### config.mk
export PLATFORM = sky130hd
export DESIGN_NAME = vt_escape_sequence_parser_top
export DESIGN_NICKNAME = d
export VERILOG_FILES = /design/src/hw/rtl/vtp_pkg.sv /design/src/hw/rtl/vtp_decode.sv /design/src/hw/rtl/vtp_param_ram.sv /design/src/hw/rtl/vt_escape_sequence_parser_top.sv
export SDC_FILE = /design/constraint.sdc
export NUM_CORES = 1
export LEC_CHECK = 0
export BUFFER_PORTS_ARGS = -buffer_cell sky130_fd_sc_hd__buf_2
export CORE_ASPECT_RATIO = 0.75
export CORE_MARGIN = 4
export CORE_UTILIZATION = 65
export DETAILED_ROUTE_END_ITERATION = 6
export PLACE_DENSITY = 0.84
export SETUP_SLACK_MARGIN = 0.02
export SYNTH_ARGS = -nofsm -noshare
export SYNTH_HDL_FRONTEND = slang
export SYNTH_SLANG_ARGS = --single-unit
### constraint.sdc
create_clock -name clk_i -period 9.2 [get_ports clk_i]
set_input_delay 0.92 -clock clk_i [delete_from_list [all_inputs] [get_ports clk_i]]
set_output_delay 0.92 -clock clk_i [all_outputs]
set_load 0.02 [all_outputs]
### src/hw/rtl/vtp_pkg.sv
// Package for the VT escape sequence parser: parser states, actions, constants.
// No dependencies.
package vtp_pkg;

  localparam int unsigned MaxParamsDef   = 16;
  localparam int unsigned OscBufBytesDef = 256;
  localparam int unsigned CodeW          = 21;
  localparam int unsigned ValW           = 17;
  localparam logic [ValW-1:0] ParamCap   = 17'd9999;

  typedef enum logic [3:0] {
    StGround   = 4'd0,
    StEsc      = 4'd1,
    StEscInt   = 4'd2,
    StCsiEntry = 4'd3,
    StCsiParam = 4'd4,
    StCsiInt   = 4'd5,
    StCsiIgn   = 4'd6,
    StOscParam = 4'd7,
    StOscStr   = 4'd8
  } pstate_e;

  typedef enum logic [2:0] {
    ActNone    = 3'd0,
    ActSend    = 3'd1,
    ActCollect = 3'd2,
    ActParam   = 3'd3,
    ActOsc     = 3'd4,
    ActOscEnd  = 3'd5
  } act_e;

  localparam logic [1:0] KindDispatch = 2'd0;
  localparam logic [1:0] KindPrint    = 2'd1;
  localparam logic [1:0] KindOscByte  = 2'd2;
  localparam logic [1:0] KindOscEnd   = 2'd3;

  localparam logic [1:0] ClsGround = 2'd0;
  localparam logic [1:0] ClsEsc    = 2'd1;
  localparam logic [1:0] ClsCsi    = 2'd2;
  localparam logic [1:0] ClsOsc    = 2'd3;

  typedef struct packed {
    act_e    act;
    logic    chg;
    pstate_e nxt;
  } decode_t;

  function automatic logic [1:0] class_of(pstate_e st);
    case (st)
      StGround:             class_of = ClsGround;
      StEsc, StEscInt:      class_of = ClsEsc;
      StOscParam, StOscStr: class_of = ClsOsc;
      default:              class_of = ClsCsi;
    endcase
  endfunction

endpackage

### src/hw/rtl/vtp_decode.sv
// Transition table of the escape parser: action and next state per character.
// Depends on vtp_pkg.
module vtp_decode import vtp_pkg::*; (
  input  pstate_e    st_i,
  input  logic [6:0] c_i,
  output decode_t    dec_o
);

  always_comb begin
    dec_o = '{act: ActNone, chg: 1'b0, nxt: StGround};
    if (c_i < 7'h20) begin
      if ((st_i == StOscParam || st_i == StOscStr) && c_i == 7'h07) begin
        dec_o = '{act: ActOscEnd, chg: 1'b1, nxt: StGround};
      end else if (st_i == StOscStr && (c_i == 7'h0a || c_i == 7'h0d)) begin
        dec_o = '{act: ActOscEnd, chg: 1'b1, nxt: StGround};
      end else if (c_i == 7'h00) begin
        dec_o.act = ActNone;
      end else if (c_i == 7'h1b) begin
        dec_o = '{act: ActNone, chg: 1'b1, nxt: StEsc};
      end else begin
        dec_o.act = ActSend;
        dec_o.chg = (c_i == 7'h18 || c_i == 7'h1a);
      end
    end else begin
      case (st_i)
        StGround: dec_o.act = ActSend;
        StEsc: begin
          if (c_i == 7'h21 || c_i == 7'h50 || c_i == 7'h5e || c_i == 7'h5f || c_i == 7'h6b)
            dec_o = '{act: ActNone, chg: 1'b1, nxt: StOscStr};
          else if (c_i <= 7'h2f) dec_o = '{act: ActCollect, chg: 1'b1, nxt: StEscInt};
          else if (c_i == 7'h58 || c_i == 7'h7f) dec_o.act = ActNone;
          else if (c_i == 7'h5b) dec_o = '{act: ActNone, chg: 1'b1, nxt: StCsiEntry};
          else if (c_i == 7'h5d) dec_o = '{act: ActNone, chg: 1'b1, nxt: StOscParam};
          else dec_o = '{act: ActSend, chg: 1'b1, nxt: StGround};
        end
        StEscInt: begin
          if (c_i <= 7'h2f) dec_o.act = ActCollect;
          else if (c_i == 7'h7f) dec_o.act = ActNone;
          else dec_o = '{act: ActSend, chg: 1'b1, nxt: StGround};
        end
        StCsiEntry, StCsiParam: begin
          if (c_i <= 7'h2f) dec_o = '{act: ActCollect, chg: 1'b1, nxt: StCsiInt};
          else if (c_i <= 7'h39 || c_i == 7'h3b)
            dec_o = '{act: ActParam, chg: 1'b1, nxt: StCsiParam};
          else if (c_i == 7'h3a) dec_o = '{act: ActNone, chg: 1'b1, nxt: StCsiIgn};
          else if (c_i <= 7'h3f) begin
            if (st_i == StCsiEntry) dec_o = '{act: ActCollect, chg: 1'b1, nxt: StCsiParam};
            else dec_o = '{act: ActNone, chg: 1'b1, nxt: StCsiIgn};
          end else if (c_i == 7'h7f) dec_o.act = ActNone;
          else dec_o = '{act: ActSend, chg: 1'b1, nxt: StGround};
        end
        StCsiInt: begin
          if (c_i <= 7'h2f) dec_o.act = ActCollect;
          else if (c_i <= 7'h3f) dec_o = '{act: ActNone, chg: 1'b1, nxt: StCsiIgn};
          else if (c_i == 7'h7f) dec_o.act = ActNone;
          else dec_o = '{act: ActSend, chg: 1'b1, nxt: StGround};
        end
        StCsiIgn: begin
          if (c_i >= 7'h40 && c_i <= 7'h7e) dec_o = '{act: ActNone, chg: 1'b1, nxt: StGround};
        end
        StOscParam: begin
          if (c_i >= 7'h30 && c_i <= 7'h39) dec_o.act = ActParam;
          else if (c_i == 7'h3b) dec_o = '{act: ActParam, chg: 1'b1, nxt: StOscStr};
          else dec_o.act = ActOsc;
        end
        default: dec_o.act = ActOsc;
      endcase
    end
  end

endmodule

### src/hw/rtl/vtp_param_ram.sv
// Parameter store: synchronous RAM, one write and one read port, registered read.
// Depends on vtp_pkg.
module vtp_param_ram import vtp_pkg::*; #(
  parameter int unsigned Depth = MaxParamsDef,
  localparam int unsigned AW = (Depth > 1) ? $clog2(Depth) : 1
) (
  input  logic            clk_i,
  input  logic            we_i,
  input  logic [AW-1:0]   waddr_i,
  input  logic [ValW-1:0] wdata_i,
  input  logic [AW-1:0]   raddr_i,
  output logic [ValW-1:0] rdata_o
);

  logic [ValW-1:0] mem [Depth];

  always_ff @(posedge clk_i) begin
    if (we_i) mem[waddr_i] <= wdata_i;
    rdata_o <= mem[raddr_i];
  end

endmodule

### src/hw/rtl/vt_escape_sequence_parser_top.sv
// VT escape sequence parser, top level. Uses vtp_pkg, vtp_decode, vtp_param_ram.
// A character is captured on acceptance, decoded with its RAM read in SRead, and its
// result written to the output register in SEmit. A new character is accepted only
// when the sequencer is idle and the output register is empty; a dispatch of N
// parameters gives N results, each read from the parameter RAM port. Output stalls hold it.
// Reset: asynchronous, clears control; the parameter RAM is cleared lazily by
// per-slot valid bits, so no clearing pass is needed.
module vt_escape_sequence_parser_top import vtp_pkg::*; #(
  parameter int unsigned MaxParams   = MaxParamsDef,
  parameter int unsigned OscBufBytes = OscBufBytesDef
) (
  input  logic             clk_i,
  input  logic             rst_ni,
  input  logic             valid_i,
  output logic             ready_o,
  input  logic [CodeW-1:0] code_i,
  output logic             valid_o,
  input  logic             ready_i,
  output logic [1:0]       kind_o,
  output logic [1:0]       table_class_o,
  output logic [CodeW-1:0] char_out_o,
  output logic [6:0]       intermediate_o,
  output logic [4:0]       param_count_o,
  output logic [3:0]       param_index_o,
  output logic [ValW-1:0]  param_value_o,
  output logic             last_o
);

  localparam int unsigned AW = (MaxParams > 1) ? $clog2(MaxParams) : 1;
  localparam int unsigned CW = $clog2(MaxParams + 1);
  localparam int unsigned FW = $clog2(OscBufBytes);
  localparam logic [FW-1:0] FillMax = FW'(OscBufBytes - 1);
  localparam logic [CW-1:0] CntMax  = CW'(MaxParams);

  typedef enum logic [1:0] {SIdle, SRead, SEmit, SOut} fsm_e;

  fsm_e             fsm_q;
  pstate_e          st_q;
  logic [6:0]       inter_q;
  logic [CW-1:0]    cnt_q;
  logic [FW-1:0]    fill_q;
  logic [MaxParams-1:0] vld_q;
  logic [6:0]       c_q;
  logic             hi_q;
  logic [CodeW-1:0] code_q;
  decode_t          dec_q;
  pstate_e          dst_q;
  logic [CW-1:0]    idx_q;
  logic [CW-1:0]    runs_q;

  logic             ovalid_q;
  logic [1:0]       okind_q, ocls_q;
  logic [CodeW-1:0] ochar_q;
  logic [6:0]       ointer_q;
  logic [4:0]       ocnt_q;
  logic [3:0]       oidx_q;
  logic [ValW-1:0]  oval_q;
  logic             olast_q;

  decode_t          dec;
  pstate_e          st_eff;
  logic             we;
  logic [AW-1:0]    waddr, raddr;
  logic [ValW-1:0]  wdata, rdata, pval;
  logic             out_free;

  assign st_eff = (st_q > StOscStr) ? StGround : st_q;

  vtp_decode u_dec (.st_i(st_eff), .c_i(code_q[6:0]), .dec_o(dec));

  // slot being written by a digit: count-1, or 0 when none yet
  logic [CW-1:0] slot;
  assign slot  = (cnt_q == '0) ? '0 : cnt_q - CW'(1);
  assign waddr = slot[AW-1:0];
  assign pval  = vld_q[idx_q[AW-1:0]] ? rdata : '0;
  assign wdata = ValW'(pval * ValW'(10)) + ValW'(c_q - 7'h30);

  // read address: target slot of a digit or slot 0 while decoding, else the run index
  always_comb begin
    raddr = idx_q[AW-1:0];
    if (fsm_q == SRead) raddr = (dec.act == ActParam) ? slot[AW-1:0] : '0;
  end

  assign we = (fsm_q == SEmit) && !hi_q && dec_q.act == ActParam && c_q != 7'h3b &&
              pval < ParamCap;

  vtp_param_ram #(.Depth(MaxParams)) u_ram (
    .clk_i, .we_i(we), .waddr_i(waddr), .wdata_i(wdata), .raddr_i(raddr), .rdata_o(rdata)
  );

  assign out_free = !ovalid_q || ready_i;
  assign ready_o  = (fsm_q == SIdle) && !ovalid_q;

  // sequencer and output register
  always_ff @(posedge clk_i or negedge rst_ni) begin
    if (!rst_ni) begin
      fsm_q <= SIdle; st_q <= StGround; inter_q <= '0; cnt_q <= '0; fill_q <= '0;
      vld_q <= '0; ovalid_q <= 1'b0; idx_q <= '0; runs_q <= '0;
    end else begin
      if (ovalid_q && ready_i) ovalid_q <= 1'b0;
      case (fsm_q)
        SIdle: begin
          if (valid_i && ready_o) begin
            code_q <= code_i; c_q <= code_i[6:0]; hi_q <= code_i >= CodeW'(8'h80);
            fsm_q <= SRead;
          end
        end
        SRead: begin
          dec_q <= dec; dst_q <= st_eff;
          runs_q <= (cnt_q == '0) ? CW'(1) : cnt_q;
          // dispatch reads slot 0 first; a digit reads its target slot
          idx_q <= (dec.act == ActParam) ? slot : '0;
          fsm_q <= SEmit;
        end
        SEmit: begin
          if (hi_q) begin
            ovalid_q <= 1'b1; okind_q <= KindPrint; ocls_q <= ClsGround; ochar_q <= code_q;
            ointer_q <= '0; ocnt_q <= '0; oidx_q <= '0; oval_q <= '0; olast_q <= 1'b1;
            fsm_q <= SIdle;
          end else begin
            case (dec_q.act)
              ActSend: begin
                ovalid_q <= 1'b1; okind_q <= KindDispatch; ocls_q <= class_of(dst_q);
                ochar_q <= code_q; ointer_q <= inter_q; ocnt_q <= 5'(cnt_q);
                oidx_q <= 4'(idx_q); oval_q <= (cnt_q == '0) ? '0 : pval;
                olast_q <= (idx_q + CW'(1) == runs_q);
              end
              ActCollect: inter_q <= c_q;
              ActParam: begin
                if (c_q == 7'h3b) begin
                  if (cnt_q == '0) cnt_q <= (CntMax > CW'(1)) ? CW'(2) : CW'(1);
                  else if (cnt_q < CntMax) cnt_q <= cnt_q + CW'(1);
                end else begin
                  if (cnt_q == '0) cnt_q <= CW'(1);
                  if (we) vld_q[waddr] <= 1'b1;
                end
              end
              ActOsc: begin
                if (fill_q < FillMax) begin
                  fill_q <= fill_q + FW'(1);
                  ovalid_q <= 1'b1; okind_q <= KindOscByte; ocls_q <= ClsOsc;
                  ochar_q <= code_q; ointer_q <= '0; ocnt_q <= '0; oidx_q <= '0;
                  oval_q <= '0; olast_q <= 1'b1;
                end
              end
              ActOscEnd: begin
                ovalid_q <= 1'b1; okind_q <= KindOscEnd; ocls_q <= ClsOsc;
                ochar_q <= code_q; ointer_q <= inter_q; ocnt_q <= 5'(cnt_q);
                oidx_q <= '0; oval_q <= pval; olast_q <= 1'b1;
              end
              default: ;
            endcase
            // more dispatch results to come: keep the sequence state until the last
            if (dec_q.act == ActSend && idx_q + CW'(1) != runs_q) begin
              idx_q <= idx_q + CW'(1); fsm_q <= SOut;
            end else begin
              fsm_q <= SIdle;
              if (dec_q.chg) begin
                st_q <= dec_q.nxt;
                if (dec_q.nxt == StGround || dec_q.nxt == StEsc) begin
                  inter_q <= '0; cnt_q <= '0; fill_q <= '0; vld_q <= '0;
                end
              end else begin
                st_q <= dst_q;
              end
            end
          end
        end
        SOut: begin
          // RAM reads the data for idx_q here; wait for the output slot
          if (out_free) fsm_q <= SEmit;
        end
        default: fsm_q <= SIdle;
      endcase
    end
  end

  assign valid_o        = ovalid_q;
  assign kind_o         = okind_q;
  assign table_class_o  = ocls_q;
  assign char_out_o     = ochar_q;
  assign intermediate_o = ointer_q;
  assign param_count_o  = ocnt_q;
  assign param_index_o  = oidx_q;
  assign param_value_o  = oval_q;
  assign last_o         = olast_q;

endmodule

==> impl_metrics.json, run 1 <==
{
  "status": "complete, but fails checks",
  "violations": "design-rule violations",
  "crit_required_ns": 9.38,
  "cp-end-kind": "flip-flop",
  "die_h_um": 156,
  "synthTopCellsByArea": "edfxtp_1 (57%), dfrtp_1 (6.9%), mux2i_1 (3.9%)",
  "dieArea_um2": 32200,
  "syn_area_um2": 19100,
  "crit_type": "flip-flop to flip-flop",
  "worstPathMaxFanout": 21,
  "grt_overflow_total": 0,
  "ys_async_sr_fraction_pct": 12.2,
  "rsz0062_at_grt": "no",
  "drive_gt1_share_pct": 12.8,
  "finalPower_uw": 5770,
  "boundaryPins": 86,
  "dp_slack_ns": 3.20,
  "dp_hpwl_um": 30000,
  "cp_common_cell": "ha_1",
  "synth_warnings": 0,
  "cts_setup_buffers": 0,
  "cp-start-kind": "flip-flop",
  "hold_viol": 0,
  "synth_xor_xnor_area_share_pct": 2.16,
  "fin_nets": 1590,
  "std_cell_rows": 54,
  "yosys.cell_types.count": 72,
  "peakVddDrop_uv": 200,
  "synth_adder_area_share_pct": 3.42,
  "synth_compound_area_share_pct": 9.27,
  "synth_simple_gate_area_share_pct": 12.5,
  "synthesis.instances": 1420,
  "gp_congestion": 0.914,
  "antenna_found_initial": 0,
  "maxCapViolCount": 0,
  "drtIter0Drc": 1700,
  "finalSetupViolations": 0,
  "whs_ns": 0.414,
  "core_region_area_um2": 29000,
  "min_period_over_period_pct": 66.2,
  "crit_chain": "mux4_2, mux2i_1, mux2i_1, buf_4, and2_1, ha_1, ha_1, fa_1, a21o_1, a21oi_1, nor2b_1, o211ai_1, nand2_1, a21oi_1, xnor2_1, ha_1, nor3_1, o211ai_1, a31oi_1, o21ai_0, xnor2_1",
  "area_growth_pct": 11.3,
  "start_util_pct": 65.9,
  "fin_setup_tns_ns": 0,
  "grt_pass1_vias": 12112,
  "skew_ns": 0.0264,
  "max_stage_delay_ns": 0.87,
  "slew_headroom_pct": 2.63,
  "synth_top_family_by_area": "simple AND/OR/NAND/NOR gates",
  "seq_area_frac_synth_pct": 66.1,
  "track_usage_pct": 30.4,
  "die_x_um": 206,
  "clk_pin_slew_ns": 0.06,
  "avgRoutedWirePerCell_um": 25.1,
  "num_vias": 12663,
  "slowest_stage": "xnor2_1",
  "hold_path.class": "flip-flop to flip-flop",
  "grt_start_max_net_pins": 70,
  "root_buffer": "clkbuf_16",
  "max_slew.worst_pin.slew_ns": 1.45,
  "drtAntennaViolNets": 0,
  "diodes": 0,
  "cts_tree": "done",
  "cts_made_buffers": 40,
  "clk_path_buf_depth": 3,
  "grt_pass1_wl_um": 72900,
  "synth_edf_count": 365,
  "cts.sinks": 435,
  "syn-num-nets": 1496,
  "fillerInstances": 1783,
  "yosysTopAreaCell": "edfxtp_1",
  "firstDrtPassIters": 7,
  "max_freq_ghz": 0.164,
  "placedCellCount": 1864,
  "slew_viol_final": 0,
  "p_leak_uw": 0.00803,
  "path_buf_inv": 1,
  "io_buffers": 85,
  "fin_crit_ns": 6.09,
  "synth.avg_cell_area_um2": 13.4,
  "routed_wl_um": 48500,
  "synthFlopType": "edfxtp_1",
  "cp.arrival_ns": 6.27,
  "worstSkewPairLatency_ns": 0.55,
  "postCtsHoldBufs": 0,
  "muxShareOfSynthArea_pct": 4.46,
  "cts-resized-gates": 0,
  "final_cells": 1935,
  "power_density_nw_per_um2": 272,
  "yosys.area.top_type_share_pct": 57.4,
  "fin_ws_ns": 3.11,
  "drc": 1,
  "cp_top_family": "compound AO/OA/AOI/OAI gates",
  "yosys_register_bits": 435,
  "routed_via_density": 6.54,
  "cts.htree.levels": 2
}
[worst register-to-register path, delay by kind of cell, from the launching register on]
family,cells,cell delay (ns)
AOI/OAI and AO/OA,7,1.37
adders and majority gates,4,1.14
xor gates and xnor gates,2,0.96
muxes,3,0.82
DFF,1,0.64
and+or+nand+nor,4,0.59
buffers and inverters,1,0.22
[kinds of logic (layout without fill, tap and decap cells)]
group	count (synthesis)	count (layout)
mux	80	80
xor+xnor	47	47
simple gates	484	484
buf+inv	87	210
compound gates	236	236
fa+ha+maj	51	51
flops	435	435
[layer usage]
metal	part of all wire, %	track usage, %	routed length (um)
met2	45	46.0	21700
met4	2.7	8.99	1300
met1	39	43.8	19100
met5	0	0.744	0
met3	13	8.91	6410
[power by group]
part,switching (uW),leakage [uW],internal [uW]
sequential,185,0.00417,2450
combinational,1030,0.00325,475
clock,698,0.000613,932
[layout make-up]
cell class              count  area, um^2  share of cell area [%]
well taps                 392         490                    2.31
multi-input cells         898        6100                    28.7
clock buffers              49        1060                    4.97
repair buffers            118         673                    3.17
flip-flops and latches    435       12600                    59.4
inverters                  21        78.8                   0.371
clock inverters            22         219                    1.03
[stage by stage]
stage | util [%] | instance area (um^2)
2_1_floorplan | - | 19100
5_1_grt | 73.3 | 21200
6_report | 73.3 | 21200
3_5_place_dp | 68.9 | 20000
3_3_place_gp | 68.9 | 20000
4_1_cts | 73.3 | 21200
[flip-flops by register name, summed over array words and instances, names as in the netlist, 5 cells and up]
register,cells
intermediate_o,7
cnt_q,5
param_count_o,5
param_value_o,17
inter_q,7
runs_q,5
char_out_o,21
u_ram.rdata_o,17
u_ram.mem,272
idx_q,5
dec_q,8
code_q,15
vld_q,16
c_q,6
fill_q,8
[cell usage in the layout, fill, tap and decap left out, drive strengths merged, types with 11 or more instances in the layout]
master and count:
a21o 11, a21oi 37, a32oi 69, and2 60
and3 17, and4 19, buf 118, clkbuf 49
clkinv 13, dfrtp 53, dfxtp 17, edfxtp 365
ha 49, inv 23, mux2i 75, nand2 190
nand2b 13, nand3 25, nand4 11, nor2 74
nor2b 13, nor3 30, o21a 18, o21ai 33
xnor2 32, xor2 15
[path summary, 6_finish.rpt]
path,startpoint,endpoint,slack (ns),cells past startpoint
worst max-delay path,idx_q[0],u_ram.mem[7][16],3.11,21
worst min-delay path,code_q[15],char_out_o[15],0.41,0
worst max register to register,idx_q[0],u_ram.mem[7][16],3.11,21
worst min register to register,code_q[15],char_out_o[15],0.41,0
max in group asynchronous,rst_ni,cnt_q[1],8.14,2
min in group asynchronous,rst_ni,fill_q[3],0.54,2
[cell usage after synthesis, types with 8 or more instances]
cell type and instances:
edfxtp_1 365, nand2_1 190, mux2i_1 75, nor2_1 70
a32oi_1 69, and2_1 59, dfrtp_1 53, ha_1 49
clkbuf_1 37, a21oi_1 36, xnor2_1 32, nor3_1 30
o21ai_0 30, nand3_1 25, buf_2 21, inv_1 20
and4_1 19, o21a_1 18, and3_1 17, dfxtp_1 17
xor2_1 15, nand2b_1 13, nor2b_1 13, a21o_1 11
nand4_1 11, a22o_1 8, a31oi_1 8, nor4_1 8
Power figures use the tool's default switching activity.
==> run 2: changes to the inputs <==
--- a/config.mk
+++ b/config.mk
@@ -8,9 +8,9 @@
 export BUFFER_PORTS_ARGS = -buffer_cell sky130_fd_sc_hd__buf_2
 export CORE_ASPECT_RATIO = 0.75
 export CORE_MARGIN = 4
-export CORE_UTILIZATION = 65
+export CORE_UTILIZATION = 56
 export DETAILED_ROUTE_END_ITERATION = 6
-export PLACE_DENSITY = 0.84
+export PLACE_DENSITY = 0.76
 export SETUP_SLACK_MARGIN = 0.02
 export SYNTH_ARGS = -nofsm -noshare
 export SYNTH_HDL_FRONTEND = slang
==> constraint.sdc (replaced) <==
create_clock -name clk_i -period 5.4 [get_ports clk_i]
set_input_delay 0.54 -clock clk_i [delete_from_list [all_inputs] [get_ports clk_i]]
set_output_delay 0.54 -clock clk_i [all_outputs]
set_load 0.02 [all_outputs]
==> run 2 against run 1 <==
The run now ends clean. Combinational power up 83%. First-iteration DRC count is 21% lower. Utilization decreased by 8.8 points. Register-to-register slack worse by 2.8 ns. Clock-buffer cell count up 3. Largest cell class unchanged. Wire length down 1.2%. Largest power group unchanged. Die area up 15%. Critical path depth unchanged. Critical path type unchanged.
==> impl_metrics.json, run 2 (synthesis results as in run 1) <==
{
  "status": "finished clean",
  "firstDrtPassIters": 5,
  "peakVddDrop_uv": 318,
  "track_usage_pct": 25.6,
  "die_h_um": 168,
  "final_common_cell": "edfxtp_1",
  "rsz0062_at_grt": "no",
  "r2r_cells": 21,
  "antenna_found_initial": 0,
  "crit_type": "flip-flop to flip-flop",
  "finalSetupViolations": 0,
  "boundaryPins": 86,
  "power_density_nw_per_um2": 455,
  "cts.sinks": 435,
  "dieArea_um2": 37100,
  "cts_made_buffers": 42,
  "cp-startpoint": "idx_q[0]",
  "drtIter0Drc": 1338,
  "core_region_area_um2": 33600,
  "slew_viol_final": 0,
  "cts_tree": "done",
  "reg2reg_from": "idx_q[0]",
  "largest_register_ffs": 272,
  "routed_wl_um": 48000,
  "mostFrequentLayoutCells": "edfxtp_1 (365), nand2_1 (190), buf_2 (85)",
  "cp-end-kind": "flip-flop",
  "drc": 0,
  "dp_hpwl_um": 29600,
  "min_period_over_period_pct": 94.6,
  "std_cell_rows": 58,
  "grt_pass1_vias": 12137,
  "drtAntennaViolNets": 0,
  "cts.htree.levels": 2,
  "cp-start-kind": "flip-flop",
  "reg2reg_slack_ns": 0.29,
  "maxCapViolCount": 0,
  "diodes": 0,
  "grt_start_max_net_pins": 70,
  "max_freq_ghz": 0.196,
  "setup.worst_path.end": "u_ram.mem[14][16]",
  "root_buffer": "clkbuf_16",
  "drive_gt1_share_pct": 15.1,
  "grt_overflow_total": 0,
  "placed_area_um2": 20200,
  "cp.arrival_ns": 5.41,
  "area_growth_pct": 13.6,
  "fin_crit_ns": 5.11,
  "worstPathMaxFanout": 16,
  "io_buffers": 85,
  "avgRoutedWirePerCell_um": 23.7,
  "start_util_pct": 56.8,
  "die_x_um": 221,
  "skew_ns": 0.0293,
  "crit_required_ns": 5.70,
  "worstSkewPairLatency_ns": 0.57,
  "timing.rr.end": "u_ram.mem[14][16]",
  "grt_pass1_wl_um": 73100,
  "num_vias": 12518,
  "hold_viol": 0,
  "whs_ns": 0.162,
  "post-route-cell-area_um2": 21700,
  "routed_via_density": 6.19,
  "gp_congestion": 0.933,
  "clk_pin_slew_ns": 0.06,
  "fin_nets": 1615,
  "regMostFlops": "u_ram.mem",
  "p_leak_uw": 0.00821,
  "max_slew.worst_pin.slew_ns": 1.29,
  "clk_path_buf_depth": 3,
  "hold_path.class": "primary input to flip-flop",
  "slew_headroom_pct": 13.1,
  "fillerInstances": 2430
}
-- run 2: layout make-up --
type	instances	area [um^2]	area share [%]
repair buffers	141	898	4.14
multi-input cells	898	6260	28.9
inverters	21	78.8	0.363
clock buffers	52	1100	5.07
well taps	450	563	2.60
clock inverters	24	160	0.738
flip-flops and latches	435	12600	58.2
-- run 2: per-stage QoR --
step / setup TNS, ns / setup WS, ns / utilization, % / total power [uW] / std cells
2_1_floorplan: 0 / 0.144 / - / 6170 / 1420
3_3_place_gp: -3.08 / -0.0698 / 60.2 / 7070 / 1943
3_5_place_dp: -13.40 / -0.223 / 60.2 / 7110 / 1943
4_1_cts: 0 / 0.0267 / 64.2 / 9810 / 2021
5_1_grt: 0 / 0.00781 / 64.5 / 10300 / 2021
6_report: 0 / 0.290 / 64.5 / 9860 / 2021
-- run 2: per-layer routing --
metal	part of all wire (%)	GRT usage (%)
met5	0	0
met4	1.8	5.56
met3	10	5.23
met2	46	40.4
met1	41	37.4
-- run 2: worst min path at each step --
stage          startpoint        to  slack [ns]  depth (start not counted)
3_3_place_gp       rst_ni  fsm_q[0]        0.35                          1
4_1_cts         code_i[4]    c_q[4]        0.14                          1
6_report        code_i[1]    c_q[1]        0.16                          1
5_1_grt         code_i[4]    c_q[4]        0.14                          1
2_1_floorplan      rst_ni  cnt_q[0]        0.24                          0
3_5_place_dp       rst_ni  fsm_q[0]        0.36                          1
-- run 2: repair_timing --
item	CTS	global route
pin swaps	1	1
setup endpoints to repair	80	112
hold buffers	1	0
hold endpoints to repair	2	0
setup buffers	1	0
resized for setup	6	21
-- run 2: critical path: stages (launching register included) --
cell and delay (ns):
dfrtp_2 0.46, mux4_2 0.54, mux2i_2 0.19, mux2i_2 0.17
and2_1 0.22, ha_1 0.29, ha_1 0.24, fa_1 0.39
a21o_1 0.18, a21oi_1 0.21, nor2b_1 0.09, o211ai_1 0.21
nand2_1 0.07, a21oi_1 0.19, xnor2_1 0.10, ha_1 0.22
nor3_2 0.18, o211ai_1 0.18, a31oi_4 0.28, o21ai_4 0.11
xnor2_2 0.16, buf_12 0.17
-- run 2: report_power, final --
part           internal (uW)  switching [uW]  leakage, uW
clock network           1460            1220     0.000613
logic                    927            1830      0.00343
registers               4170             260      0.00417
